**config.mk**
```make
export PLATFORM = sky130hd
export DESIGN_NAME = illumination_day_night_dimmer_top
export DESIGN_NICKNAME = d
export VERILOG_FILES = /design/src/rtl/idnd_pkg.sv /design/src/rtl/illumination_day_night_dimmer_top.sv
export SDC_FILE = /design/constraint.sdc
export NUM_CORES = 1
export LEC_CHECK = 0
export BUFFER_PORTS_ARGS = -buffer_cell sky130_fd_sc_hd__buf_4
export CAP_MARGIN = 5
export CORE_UTILIZATION = 50
export DETAILED_ROUTE_END_ITERATION = 6
export PLACE_DENSITY = 0.73
export SYNTH_ARGS = -nofsm -noshare
export SYNTH_HDL_FRONTEND = slang
export SYNTH_SLANG_ARGS = --single-unit
export TNS_END_PERCENT = 1
```
**constraint.sdc**
```tcl
create_clock -name clk -period 5.1 [get_ports clk]
set_input_delay 0.51 -clock clk [delete_from_list [all_inputs] [get_ports clk]]
set_output_delay 0.51 -clock clk [all_outputs]
set_load 0.05 [all_outputs]
```
**src/rtl/idnd_pkg.sv**
```systemverilog
// Shared types and constants for the illumination day/night dimmer.
package idnd_pkg;

  // Operating state of the dimmer.
  typedef enum logic [1:0] {
    MODE_OFF   = 2'd0,
    MODE_NIGHT = 2'd1,
    MODE_DAY   = 2'd2
  } mode_t;

  // Kind of an input word, carried on s_tuser.
  typedef enum logic {
    ACT_TICK = 1'b0,
    ACT_MARK = 1'b1
  } action_t;

  // Light mode codes on the input; every other code is neither.
  localparam logic [1:0] LIGHT_DAY   = 2'd0;
  localparam logic [1:0] LIGHT_NIGHT = 2'd1;

  // Configuration register indexes.
  localparam logic [1:0] CFG_GAUGE   = 2'd0;
  localparam logic [1:0] CFG_DISPLAY = 2'd1;
  localparam logic [1:0] CFG_STARTUP = 2'd2;

  localparam int LEVEL_COUNT   = 5;
  localparam int TABLE_ENTRIES = 5;
  localparam int TABLE_W       = 8 * TABLE_ENTRIES;
  localparam int BRIGHT_W      = 8;
  localparam logic [BRIGHT_W-1:0] DAY_DISPLAY = 8'd100;

  localparam int IN_DATA_W  = 24;
  localparam int OUT_DATA_W = 32;
  localparam int CFG_IDX_W  = 2;

endpackage

```
**src/rtl/illumination_day_night_dimmer_top.sv**
```systemverilog
// Top level of the illumination day/night dimmer.
//
// Channel | Direction | Handshake          | Payload
// s       | in        | s_tvalid/s_tready  | s_tdata (levels, mode), s_tuser (action)
// m       | out       | m_tvalid/m_tready  | m_tdata (mode, levels, brightness)
// cfg     | in        | cfg_valid/cfg_ready| cfg_index, cfg_data
//
// Each word passes an input register and a result register; one word per
// cycle is sustained while m_tready stays high.
// Every input word yields exactly one result word.
// Reset is synchronous: clears both stages and tables, mode off, levels to 1.
// When m_tready is low the result register holds and the input register
// still fills, so one new word is taken during an output stall.
module illumination_day_night_dimmer_top #(
  parameter int LEVEL_COUNT = idnd_pkg::LEVEL_COUNT
) (
  input  logic                             clk,
  input  logic                             rst,
  input  logic                             s_tvalid,
  output logic                             s_tready,
  // [0] ignition_on, [2:1] light_mode, [10:3] ui_level, [18:11] nv_level
  input  logic [idnd_pkg::IN_DATA_W-1:0]   s_tdata,
  // [0] action
  input  logic                             s_tuser,
  output logic                             m_tvalid,
  input  logic                             m_tready,
  // [1:0] mode_now, [2] current_valid, [5:3] current_level, [6] gauge_valid,
  // [14:7] gauge_level, [15] display_valid, [23:16] display_level,
  // [24] nv_write_valid, [27:25] nv_write_level
  output logic [idnd_pkg::OUT_DATA_W-1:0]  m_tdata,
  input  logic                             cfg_valid,
  output logic                             cfg_ready,
  input  logic [idnd_pkg::CFG_IDX_W-1:0]   cfg_index,
  input  logic [idnd_pkg::TABLE_W-1:0]     cfg_data
);

  localparam int LVL_BITS = $clog2(LEVEL_COUNT + 1);
  localparam int LVL_W    = (LVL_BITS < 3) ? 3 : LVL_BITS;
  localparam logic [7:0]       LEVEL_MAX8 = 8'(LEVEL_COUNT);
  localparam logic [LVL_W-1:0] LEVEL_MAX  = LVL_W'(LEVEL_COUNT);
  localparam logic [LVL_W-1:0] LEVEL_MIN  = LVL_W'(1);

  // Force a raw level into 1..LEVEL_COUNT.
  function automatic logic [LVL_W-1:0] sat_level(input logic [7:0] v);
    logic [LVL_W-1:0] r;
    if (v == 8'd0) begin
      r = LEVEL_MIN;
    end else if (v > LEVEL_MAX8) begin
      r = LEVEL_MAX;
    end else begin
      r = v[LVL_W-1:0];
    end
    return r;
  endfunction

  // Brightness for a level; entries past the table read as zero.
  function automatic logic [idnd_pkg::BRIGHT_W-1:0] table_pick(
    input logic [idnd_pkg::TABLE_W-1:0] tbl,
    input logic [LVL_W-1:0]             level
  );
    logic [LVL_W-1:0] off;
    logic [2:0]       idx;
    logic [idnd_pkg::BRIGHT_W-1:0] r;
    off = level - LEVEL_MIN;
    idx = off[2:0];
    if (idx < 3'(idnd_pkg::TABLE_ENTRIES)) begin
      r = tbl[{idx, 3'b000} +: idnd_pkg::BRIGHT_W];
    end else begin
      r = '0;
    end
    return r;
  endfunction

  // Configuration and state registers.
  logic [idnd_pkg::TABLE_W-1:0] gauge_table;
  logic [idnd_pkg::TABLE_W-1:0] display_table;
  idnd_pkg::mode_t  mode_state, mode_state_next;
  logic [LVL_W-1:0] active_level, active_level_next;
  logic [LVL_W-1:0] stored_level, stored_level_next;
  logic             ui_pending, ui_pending_next;

  // Input stage.
  logic             in_valid;
  logic             in_action;
  logic             in_ign;
  logic [1:0]       in_lmode;
  logic [7:0]       in_ui;
  logic [7:0]       in_nv;

  // Result stage.
  logic                            out_valid;
  logic [idnd_pkg::OUT_DATA_W-1:0] out_data;

  logic adv_out;
  logic take_in;

  // Configuration waits while a word sits in the input register, so a
  // register write never meets a state update.
  assign adv_out   = !out_valid || m_tready;
  assign s_tready  = !in_valid || adv_out;
  assign take_in   = s_tvalid && s_tready;
  assign cfg_ready = !in_valid;
  assign m_tvalid  = out_valid;
  assign m_tdata   = out_data;

  // Step logic for the word in the input register.
  logic             pub_cur, pub_lamps, pub_day, pub_off;
  logic             nv_wr;
  logic [LVL_W-1:0] nv_lvl;
  logic             is_night, leave;
  logic [LVL_W-1:0] fresh;

  always_comb begin
    mode_state_next   = mode_state;
    active_level_next = active_level;
    stored_level_next = stored_level;
    ui_pending_next   = ui_pending;
    pub_cur   = 1'b0;
    pub_lamps = 1'b0;
    pub_day   = 1'b0;
    pub_off   = 1'b0;
    nv_wr     = 1'b0;
    nv_lvl    = '0;
    is_night  = (mode_state == idnd_pkg::MODE_NIGHT);
    leave     = is_night ? (in_lmode != idnd_pkg::LIGHT_NIGHT)
                         : (in_lmode != idnd_pkg::LIGHT_DAY);
    fresh     = sat_level(in_nv);
    if (in_action == idnd_pkg::ACT_MARK) begin
      ui_pending_next = 1'b1;
    end else begin
      case (mode_state)
        idnd_pkg::MODE_OFF: begin
          if (in_ign) begin
            if (in_lmode == idnd_pkg::LIGHT_NIGHT) begin
              mode_state_next = idnd_pkg::MODE_NIGHT;
              pub_lamps       = 1'b1;
            end else begin
              mode_state_next = idnd_pkg::MODE_DAY;
              pub_day         = 1'b1;
            end
          end
        end
        default: begin
          if (!in_ign) begin
            // Leaving for off: write the level back if it moved.
            if (stored_level != active_level) begin
              nv_wr             = 1'b1;
              nv_lvl            = active_level;
              stored_level_next = active_level;
            end
            mode_state_next = idnd_pkg::MODE_OFF;
            pub_cur         = 1'b1;
            pub_off         = 1'b1;
          end else if (leave) begin
            if (is_night) begin
              mode_state_next = idnd_pkg::MODE_DAY;
              pub_day         = 1'b1;
            end else begin
              mode_state_next = idnd_pkg::MODE_NIGHT;
              pub_lamps       = 1'b1;
            end
          end else if (ui_pending) begin
            active_level_next = sat_level(in_ui);
            ui_pending_next   = 1'b0;
            pub_cur           = 1'b1;
            pub_lamps         = is_night;
          end else begin
            stored_level_next = fresh;
            if (fresh != stored_level) begin
              active_level_next = fresh;
              pub_cur           = 1'b1;
              pub_lamps         = is_night;
            end
          end
        end
      endcase
    end
  end

  // Result word assembly.
  logic [idnd_pkg::OUT_DATA_W-1:0] result;
  logic [idnd_pkg::BRIGHT_W-1:0]   gauge_lvl, display_lvl;
  logic [2:0]                      cur_lvl;

  always_comb begin
    gauge_lvl   = pub_lamps ? table_pick(gauge_table, active_level_next) : '0;
    display_lvl = pub_lamps ? table_pick(display_table, active_level_next)
                : (pub_day ? idnd_pkg::DAY_DISPLAY : '0);
    cur_lvl     = pub_cur ? active_level_next[2:0] : 3'd0;
    result      = '0;
    result[1:0]   = mode_state_next;
    result[2]     = pub_cur;
    result[5:3]   = cur_lvl;
    result[6]     = pub_lamps || pub_day || pub_off;
    result[14:7]  = gauge_lvl;
    result[15]    = pub_lamps || pub_day || pub_off;
    result[23:16] = display_lvl;
    result[24]    = nv_wr;
    result[27:25] = nv_lvl[2:0];
  end

  // Input register.
  always_ff @(posedge clk) begin
    if (rst) begin
      in_valid <= 1'b0;
    end else if (s_tready) begin
      in_valid <= s_tvalid;
    end
    if (take_in) begin
      in_action <= s_tuser;
      in_ign    <= s_tdata[0];
      in_lmode  <= s_tdata[2:1];
      in_ui     <= s_tdata[10:3];
      in_nv     <= s_tdata[18:11];
    end
  end

  // Result register.
  always_ff @(posedge clk) begin
    if (rst) begin
      out_valid <= 1'b0;
    end else if (adv_out) begin
      out_valid <= in_valid;
    end
    if (adv_out && in_valid) begin
      out_data <= result;
    end
  end

  // State update on each step, or a configuration write when no word waits.
  always_ff @(posedge clk) begin
    if (rst) begin
      gauge_table   <= '0;
      display_table <= '0;
      mode_state    <= idnd_pkg::MODE_OFF;
      active_level  <= LEVEL_MIN;
      stored_level  <= LEVEL_MIN;
      ui_pending    <= 1'b0;
    end else if (cfg_valid && cfg_ready) begin
      case (cfg_index)
        idnd_pkg::CFG_GAUGE:   gauge_table   <= cfg_data;
        idnd_pkg::CFG_DISPLAY: display_table <= cfg_data;
        idnd_pkg::CFG_STARTUP: begin
          active_level <= sat_level({5'd0, cfg_data[2:0]});
          stored_level <= sat_level({5'd0, cfg_data[2:0]});
        end
        default: begin
        end
      endcase
    end else if (adv_out && in_valid) begin
      mode_state   <= mode_state_next;
      active_level <= active_level_next;
      stored_level <= stored_level_next;
      ui_pending   <= ui_pending_next;
    end
  end

endmodule

```
* After elaboration in Yosys (flattened, before gate mapping) *
Index checks and enable logic that the tools add are counted.

operators by class
  reductions and logical operators = 27
  shifts and indexed selects = 2
  add/subtract/negate cells = 1
  multiplexer cells = 64
  magnitude comparators = 4
  bitwise gates (word level) = 2
  equality and inequality tests = 14

operator list
  operator                                                               number
  40-bit by 7-bit indexed part select with 8-bit output                  2
  3-bit two-way mux                                                      23
  1-bit two-way mux                                                      31
  8-bit by 3-bit > comparator with 1-bit output (second input constant)  2
  8-bit zero test                                                        2
  8-bit two-way mux                                                      2
  2-bit two-way mux                                                      7
  2-bit AND reduction                                                    5
  7-bit two-way mux                                                      1
  7-bit AND reduction                                                    1
  2-bit by 1-bit == test with 1-bit output (second input constant)       3
  2-bit by 1-bit != test with 1-bit output (second input constant)       3
  2-bit != test (second input constant)                                  3
  3-bit by 2-bit != test with 1-bit output (second input constant)       2
  3-bit != test                                                          2
  2-bit nonzero test                                                     3
  5-bit AND reduction                                                    1
  2-bit zero test                                                        2
  1-bit logical OR                                                       4
  4-bit OR reduction                                                     1
  3-bit > comparator (second input constant)                             1
  1-bit logical AND                                                      3
  3-bit zero test                                                        1
  3-bit < comparator (second input constant)                             1
  6 further kinds                                                        8

word-level totals
  word-level logic and storage cells = 132
  output and inout bits = 35
  input bits = 72
  register bits = 139

* Depth between registers and ports, before layout *
Gate-level depths: netlist of the first run.

  depth in word-level cells = 14
  mapped depth = 14
  mapped depth without buffers = 9

* Worst setup path after synthesis of the first run *
Ideal clock, no wire load.

  path type = reg-to-reg
  start point = register in_nv[6]
  end point = register out_data, in the netlist m_tdata[16], data pin
  buffers on the path = 3
  stages on the path, launching flop included = 13
  library setup time = 0.257 ns
  slack = 1.356 ns
  arrival time = 3.488 ns
  period minus slack after synthesis = 3.744 ns
  required time = 4.843 ns
  path through = edfxtp_1 > or4_4 > nor4_4 > mux2_4 > a21oi_4 > mux2i_2 > buf_6 > buf_12 > ha_1 > clkinv_1 > buf_2 > mux4_2 > a22o_2

between the ends
  longest elaborated chain between the ends = 14
  elaborated cells on any way between the ends = 22
  classes of those cells = 1 x add/sub; 2 x order compare; 1 x eq/ne; 1 x shift; 16 x mux; 1 x reduce/logical

RTL lines
  what                                                                                                line                                                                              source
  start: declaration                                                                                  illumination_day_night_dimmer_top.sv:88                                           logic [7:0] in_nv;
  start signal: assignment                                                                            illumination_day_night_dimmer_top.sv:214                                          in_nv <= s_tdata[18:11];
  8-bit by 3-bit > comparator with 1-bit output                                                       illumination_day_night_dimmer_top.sv:48                                           end else if (v > LEVEL_MAX8) begin
  3-bit two-way mux                                                                                   illumination_day_night_dimmer_top.sv:48
  3-bit two-way mux (*)                                                                               illumination_day_night_dimmer_top.sv:46                                           if (v == 8'd0) begin
  3-bit != test                                                                                       illumination_day_night_dimmer_top.sv:169                                          if (fresh != stored_level) begin
  3-bit two-way mux                                                                                   illumination_day_night_dimmer_top.sv:169
  3-bit two-way mux                                                                                   illumination_day_night_dimmer_top.sv:162                                          end else if (ui_pending) begin
  3-bit two-way mux                                                                                   illumination_day_night_dimmer_top.sv:154                                          end else if (leave) begin
  3-bit two-way mux                                                                                   illumination_day_night_dimmer_top.sv:144                                          if (!in_ign) begin
  3-bit two-way mux                                                                                   illumination_day_night_dimmer_top.sv:131                                          case (mode_state)
  3-bit two-way mux                                                                                   illumination_day_night_dimmer_top.sv:128                                          if (in_action == idnd_pkg::ACT_MARK) begin
  3-bit by 1-bit subtractor with 3-bit output                                                         illumination_day_night_dimmer_top.sv:64                                           off = level - LEVEL_MIN;
  40-bit by 7-bit indexed part select with 8-bit output / 3-bit < comparator (equally long branches)  illumination_day_night_dimmer_top.sv:67, illumination_day_night_dimmer_top.sv:66
  8-bit two-way mux                                                                                   illumination_day_night_dimmer_top.sv:66                                           if (idx < 3'(idnd_pkg::TABLE_ENTRIES)) begin
  8-bit two-way mux (*)                                                                               illumination_day_night_dimmer_top.sv:187                                          display_lvl = pub_lamps ? table_pick(display_table, active_level_next)
  end signal: assignment                                                                              illumination_day_night_dimmer_top.sv:226                                          out_data <= result;
  end: declaration                                                                                    illumination_day_night_dimmer_top.sv:92                                           logic [idnd_pkg::OUT_DATA_W-1:0] out_data;

Every way passes the cells marked *; elsewhere a longest branch is shown, timed or not.
A chain may end at the register's enable or synchronous reset.

* Final worst setup path of the first run *
  start point = register in_nv[6]
  end point = register out_data, in the netlist m_tdata[21], data pin

between the ends
  longest elaborated chain between the ends = 14
  elaborated cells on any way between the ends = 22
  classes of those cells = 1 x add/sub; 2 x order compare; 1 x eq/ne; 1 x shift; 16 x mux; 1 x reduce/logical

RTL lines
  what                                                                                                line                                                                              source
  8-bit by 3-bit > comparator with 1-bit output                                                       illumination_day_night_dimmer_top.sv:48
  3-bit two-way mux                                                                                   illumination_day_night_dimmer_top.sv:48
  3-bit two-way mux (*)                                                                               illumination_day_night_dimmer_top.sv:46
  3-bit != test                                                                                       illumination_day_night_dimmer_top.sv:169
  3-bit two-way mux                                                                                   illumination_day_night_dimmer_top.sv:169
  3-bit two-way mux                                                                                   illumination_day_night_dimmer_top.sv:162
  3-bit two-way mux                                                                                   illumination_day_night_dimmer_top.sv:154
  3-bit two-way mux                                                                                   illumination_day_night_dimmer_top.sv:144
  3-bit two-way mux                                                                                   illumination_day_night_dimmer_top.sv:131
  3-bit two-way mux                                                                                   illumination_day_night_dimmer_top.sv:128
  3-bit by 1-bit subtractor with 3-bit output                                                         illumination_day_night_dimmer_top.sv:64
  40-bit by 7-bit indexed part select with 8-bit output / 3-bit < comparator (equally long branches)  illumination_day_night_dimmer_top.sv:67, illumination_day_night_dimmer_top.sv:66
  8-bit two-way mux                                                                                   illumination_day_night_dimmer_top.sv:66
  8-bit two-way mux (*)                                                                               illumination_day_night_dimmer_top.sv:187
  named net display_lvl, one bit                                                                      illumination_day_night_dimmer_top.sv:182                                          logic [idnd_pkg::BRIGHT_W-1:0] gauge_lvl, display_lvl;

The timed path passes the listed nets; every way through them passes the cells marked *.

==> out/results.ini, run 1 <==
[global_routing]
grt_use_met2_pct = 37.1
top_usage_layer = met2
use_met3_pct = 5.58
grtUsageTotal_pct = 23.6
use_met1_pct = 32.2
gr-total-overflow = 0
grt_pass1_wl_um = 22600
antenna_found_initial = 0
grt_max_degree = 92
grt_pass1_vias = 4514

[critical_path]
startpoint = in_nv[6]
required_ns = 5.38
path_class = register to register
r2r_start = in_nv[6]
cp-end-kind = register
crit_chain = or4_4, nor4_4, mux2_4, a21oi_4, a2bb2oi_1, ha_1, clkinv_1, buf_4, a2111oi_4, a221o_1
cp-start-kind = register
cp_max_fo = 17
crit_family = compound AO/OA/AOI/OAI gates
critical_path.slowest_cell = a2111oi_4
crit_arrival_ns = 4.27
worst-path-buf-inv = 2
max_stage_delay_ns = 0.87

[min_path]
hp-class = primary input to register
hp-start = s_tdata[1]

[power]
power_mw = 2.72
p_leak_nw = 2.70
peakVddDrop_mv = 0.157
power.density_nw_per_um2 = 372

[cts]
clk_latency_ns = 0.41
cts-buffers-inserted = 17
clk_path_buf_depth = 2
cts_tree = yes
cts_resized = 0
htreeDepth = 4
cts_root_buf = clkbuf_16
cts_setup_buffers = 0
cts_sinks = 138
cts.clk_slew.worst_paths_ns = 0.06
postCtsHoldBufs = 0

[die]
rows = 39
num_io_pins = 107
die-width_um = 111
start_util_pct = 51.6
die_h_um = 111
dieArea_um2 = 12300
core_area_um2 = 11500

[timing]
setup_slack_ns = 1.11
setup_violations = 0
fin_crit_sh_pct = 78.3
skew_ns = 0.00480
period_needed_ns = 3.99
relSlewSlack_pct = 37.7
slew_violations = 0
max_freq_ghz = 0.251
hold_viol = 0
rsz0062_at_grt = false
worst_pin_slew_ns = 0.935
setup-tns-final_ns = 0

[outcome]
violations = DRC
status = finished, violations left

[placed_design]
numPortBuffers = 97
dp_cells = 808
place.gp.congestion = 0.865
post-dp-hpwl_um = 9390
pre_cts_ws_ns = 1.09

[final_layout]
diodes = 0
drive_gt1_share_pct = 22.5
nets = 757
final_util_pct = 63.6
area_growth_pct = 23.2
fin_cells = 840

[yosys]
synth-seq-cells = 138
yosysWarnings = 0
yosysTopAreaCell = dfxtp_1
ys_types = 64
ys_seq_area_share_pct = 54.4
synth.avg_cell_area_um2 = 9.87
ys.flop_type = dfxtp_1
yosys-top-cells-area = dfxtp_1 (31%), edfxtp_1 (24%), nand2_1 (11%)
synth.most_common_cell = nand2_1
synthTopCellsByCount = nand2_1 (175), dfxtp_1 (91), a21oi_1 (89)
synth.cell_area_um2 = 5940
synthCells = 602
synth-edff-count = 47
synth_top_area_share_pct = 30.7
async_flop_share_pct = 0

[routing]
dr.pass1.iters = 7
dr.first_iter.drc_count = 379
final_antenna_net_count = 0
route.detailed.wl_per_inst_um = 16.4
via_count = 4678
via_per_inst = 5.57
remaining_drc_errors = 14
wl_um = 13800

[job]
maxCapViolCount = 0

cell type report:
type	count	area [µm²]
clock buffer	21	460
clock inverter	11	143
fill	918	4200
inverter	11	41.3
multi-input combinational	412	2480
sequential	138	3230
tap	143	179
timing repair buffer	104	781
cells by family (layout without fill, tap and decap cells):
kind of cell             Yosys count  in the layout  share of synthesized area, %
buffers and inverters             55            147                          4.34
flip-flops                       138            138                          54.4
AND/OR/NAND/NOR                  240            240                          17.7
AO/OA/AOI/OAI                    139            139                          14.7
XOR/XNOR                           7              7                          1.16
other                              1              4                        0.0631
multiplexers                      21             21                          7.43
adder cells (fa/ha/maj)            1              1                         0.211
power by group:
part           switching [mW]  internal (mW)
logic                   0.165          0.104
registers              0.0281           1.18
clock network           0.450          0.794
stage by stage:
| step | hold slack, ns | instance area (µm²) |
|---|---|---|
| floorplan | 0.432 | 5950 |
| global placement | 0.438 | 6720 |
| detailed placement | 0.444 | 6720 |
| CTS | 0.254 | 7320 |
| global route | 0.255 | 7320 |
| finish | 0.272 | 7320 |
registers in the layout (all words and copies together) (netlist names), 2 cells and up:
name           flops
display_table     40
stored_level       3
in_lmode           2
active_level       3
in_ui              8
in_nv              8
mode_state         2
m_tdata           27
gauge_table       40
routing by layer:
layer / share of wire (%) / wire, µm
met1: 46 / 6300
met2: 48 / 6580
met3: 5.5 / 764
met4: 1.2 / 162
met5: 0 / 0
cells in the final DEF, fill, tap and decap left out, types with 3 or more instances in the layout:
cell type,n
o21ai_0,6
buf_4,104
conb_1,4
mux4_1,6
nand2_1,175
clkinv_2,3
clkbuf_16,17
inv_1,10
a221o_1,3
dfxtp_1,91
xnor2_1,3
a211oi_1,4
bufinv_16,3
xor2_1,3
o2111ai_1,3
nand3b_1,4
edfxtp_1,47
nor3_1,8
nor4_1,4
nand2b_1,6
nor2_1,23
mux4_2,10
a22o_1,12
a21oi_1,89
mux2i_1,3
nor2b_1,4
final timing paths:
kind	end	slack, ns	cells past startpoint
setup / recovery	m_tdata[21]	1.11	10
hold / removal	in_lmode[0]	0.27	1
setup reg to reg	m_tdata[21]	1.11	10
hold reg to reg	gauge_table[0]	0.45	2
Note: power is estimated with default switching activity, not from simulation.
==> inputs of run 2 (changes only) <==
- clock period: 5.1 -> 3.9 ns (I/O delays scaled with it)
==> out/results.ini, run 2 (synthesis results as in run 1) <==
[outcome]
status = finished, violations left  ; unchanged
violations = DRC  ; unchanged

[critical_path]
required_ns = 4.06  ; was 5.38 ns
r2r_start = in_nv[6]  ; unchanged
cp-start-kind = register  ; unchanged
r2r_cells = 10  ; unchanged
cp-end-kind = register  ; unchanged
r2r_setup_slack_ns = 0.18  ; was 1.11 ns
cp_max_fo = 10  ; was 17
crit_arrival_ns = 3.89  ; was 4.27 ns
timing.rr.end = m_tdata[12]  ; was m_tdata[21]
path_class = register to register  ; unchanged

[placed_design]
numPortBuffers = 97  ; unchanged
place.gp.congestion = 0.887  ; was 0.865
post-dp-hpwl_um = 9620  ; was 9390 µm
dp_cells = 814  ; was 808

[timing]
setup_violations = 0  ; unchanged
fin_crit_sh_pct = 95.5  ; was 78.3%
rsz0062_at_grt = false  ; unchanged
slew_violations = 0  ; unchanged
period_needed_ns = 3.72  ; was 3.99 ns
setup-tns-final_ns = 0  ; unchanged
skew_ns = 0.00724  ; was 0.00480 ns
max_freq_ghz = 0.268  ; was 0.251 GHz
hold_viol = 0  ; unchanged
relSlewSlack_pct = 35.9  ; was 37.7%
worst_pin_slew_ns = 0.962  ; was 0.935 ns
hold_slack_ns = 0.149  ; was 0.272 ns

[global_routing]
top_usage_layer = met2  ; unchanged
use_met1_pct = 33.4  ; was 32.2%
grt_pass1_wl_um = 23100  ; was 22600 µm
gr-total-overflow = 0  ; unchanged
use_met3_pct = 5.90  ; was 5.58%
grtUsageTotal_pct = 24.2  ; was 23.6%
grt_pass1_vias = 4515  ; was 4514
antenna_found_initial = 0  ; unchanged
grt_use_met2_pct = 36.5  ; was 37.1%
grt_max_degree = 92  ; unchanged

[routing]
via_per_inst = 5.63  ; was 5.57
via_count = 4756  ; was 4678
remaining_drc_errors = 14  ; unchanged
dr.first_iter.drc_count = 382  ; was 379
route.detailed.wl_per_inst_um = 16.9  ; was 16.4 µm
wl_um = 14200  ; was 13800 µm
final_antenna_net_count = 0  ; unchanged
dr.pass1.iters = 7  ; unchanged

[power]
p_leak_nw = 2.74  ; was 2.70 nW
peakVddDrop_mv = 0.316  ; was 0.157 mV
power_mw = 3.55  ; was 2.72 mW
power.density_nw_per_um2 = 481  ; was 372 nW/µm²

[min_path]
hp-start = s_tdata[11]  ; was s_tdata[1]
hp-class = primary input to register  ; unchanged
whs_path_depth = 1  ; unchanged
whs_endpoint = in_nv[0]  ; was in_lmode[0]

[final_layout]
diodes = 0  ; unchanged
final_common_cell = nand2_1  ; unchanged
fin_cells = 845  ; was 840
area_growth_pct = 24.0  ; was 23.2%
final_cell_mix = nand2_1 (175), buf_4 (110), dfxtp_1 (91), a21oi_1 (89), edfxtp_1 (47)  ; was nand2_1 (175), buf_4 (104), dfxtp_1 (91), a21oi_1 (89), edfxtp_1 (47)
nets = 763  ; was 757
drive_gt1_share_pct = 23.2  ; was 22.5%

[die]
start_util_pct = 51.6  ; unchanged
rows = 39  ; unchanged
num_io_pins = 107  ; unchanged
core_area_um2 = 11500  ; unchanged
die_h_um = 111  ; unchanged
dieArea_um2 = 12300  ; unchanged
die-width_um = 111  ; unchanged

[cts]
clk_path_buf_depth = 2  ; unchanged
cts_sinks = 138  ; unchanged
cts_resized = 0  ; unchanged
cts_tree = yes  ; unchanged
cts-buffers-inserted = 17  ; unchanged
clk_latency_ns = 0.42  ; was 0.41 ns
htreeDepth = 4  ; unchanged
postCtsHoldBufs = 0  ; unchanged
cts_root_buf = clkbuf_16  ; unchanged
cts_setup_buffers = 0  ; unchanged
cts.clk_slew.worst_paths_ns = 0.06  ; about the same

[job]
maxCapViolCount = 0  ; unchanged

[run 2: worst max-delay path: stages (launching register included)]
cell and delay [ns]:
edfxtp_1 0.43, or4_4 0.60, nor4_4 0.24, mux2_4 0.36, a21oi_4 0.22, a2bb2oi_1 0.28, ha_1 0.18, clkinv_1 0.34
buf_4 0.30, mux4_1 0.30, a22o_1 0.21
[run 2: layout make-up]
type	instances	area, µm²
fillers	914	4150
multi-input cells	412	2480
clock buffers	26	552
flip-flops and latches	138	3230
inverters	11	41.3
clock inverters	5	51.3
well taps	143	179
repair buffers	110	826
[run 2: worst max path at each step]
| stage | start | end |
|---|---|---|
| after floorplan | in_nv[6] | m_tdata[16] |
| after global placement | in_nv[6] | m_tdata[14] |
| after detailed placement | in_nv[6] | m_tdata[14] |
| after CTS | in_nv[6] | m_tdata[14] |
| after global routing | in_nv[6] | m_tdata[14] |
| final | in_nv[6] | m_tdata[12] |
[run 2: routing by layer]
layer,part of all wire (%),routed length [µm],vias up
met2,47,6650,192
met3,7.2,1020,23
li1,-,-,2285
met4,1.7,238,0
met1,44,6330,2256
met5,0,0,-
[run 2: where the power goes]
group          leakage, nW  internal [mW]  switching [mW]
clock network        0.303           1.03           0.575
registers             1.19           1.54          0.0353
logic                 1.25          0.140           0.218
total                 2.74           2.72           0.829
[run 2: metrics by stage]
stage	setup slack, ns	instance area [µm²]	util (%)
after floorplan	0.156	5950	-
after global placement	0.282	6760	58.7
after detailed placement	0.201	6760	58.7
after CTS	0.202	7360	64.0
after global routing	0.0569	7360	64.0
final	0.175	7360	64.0
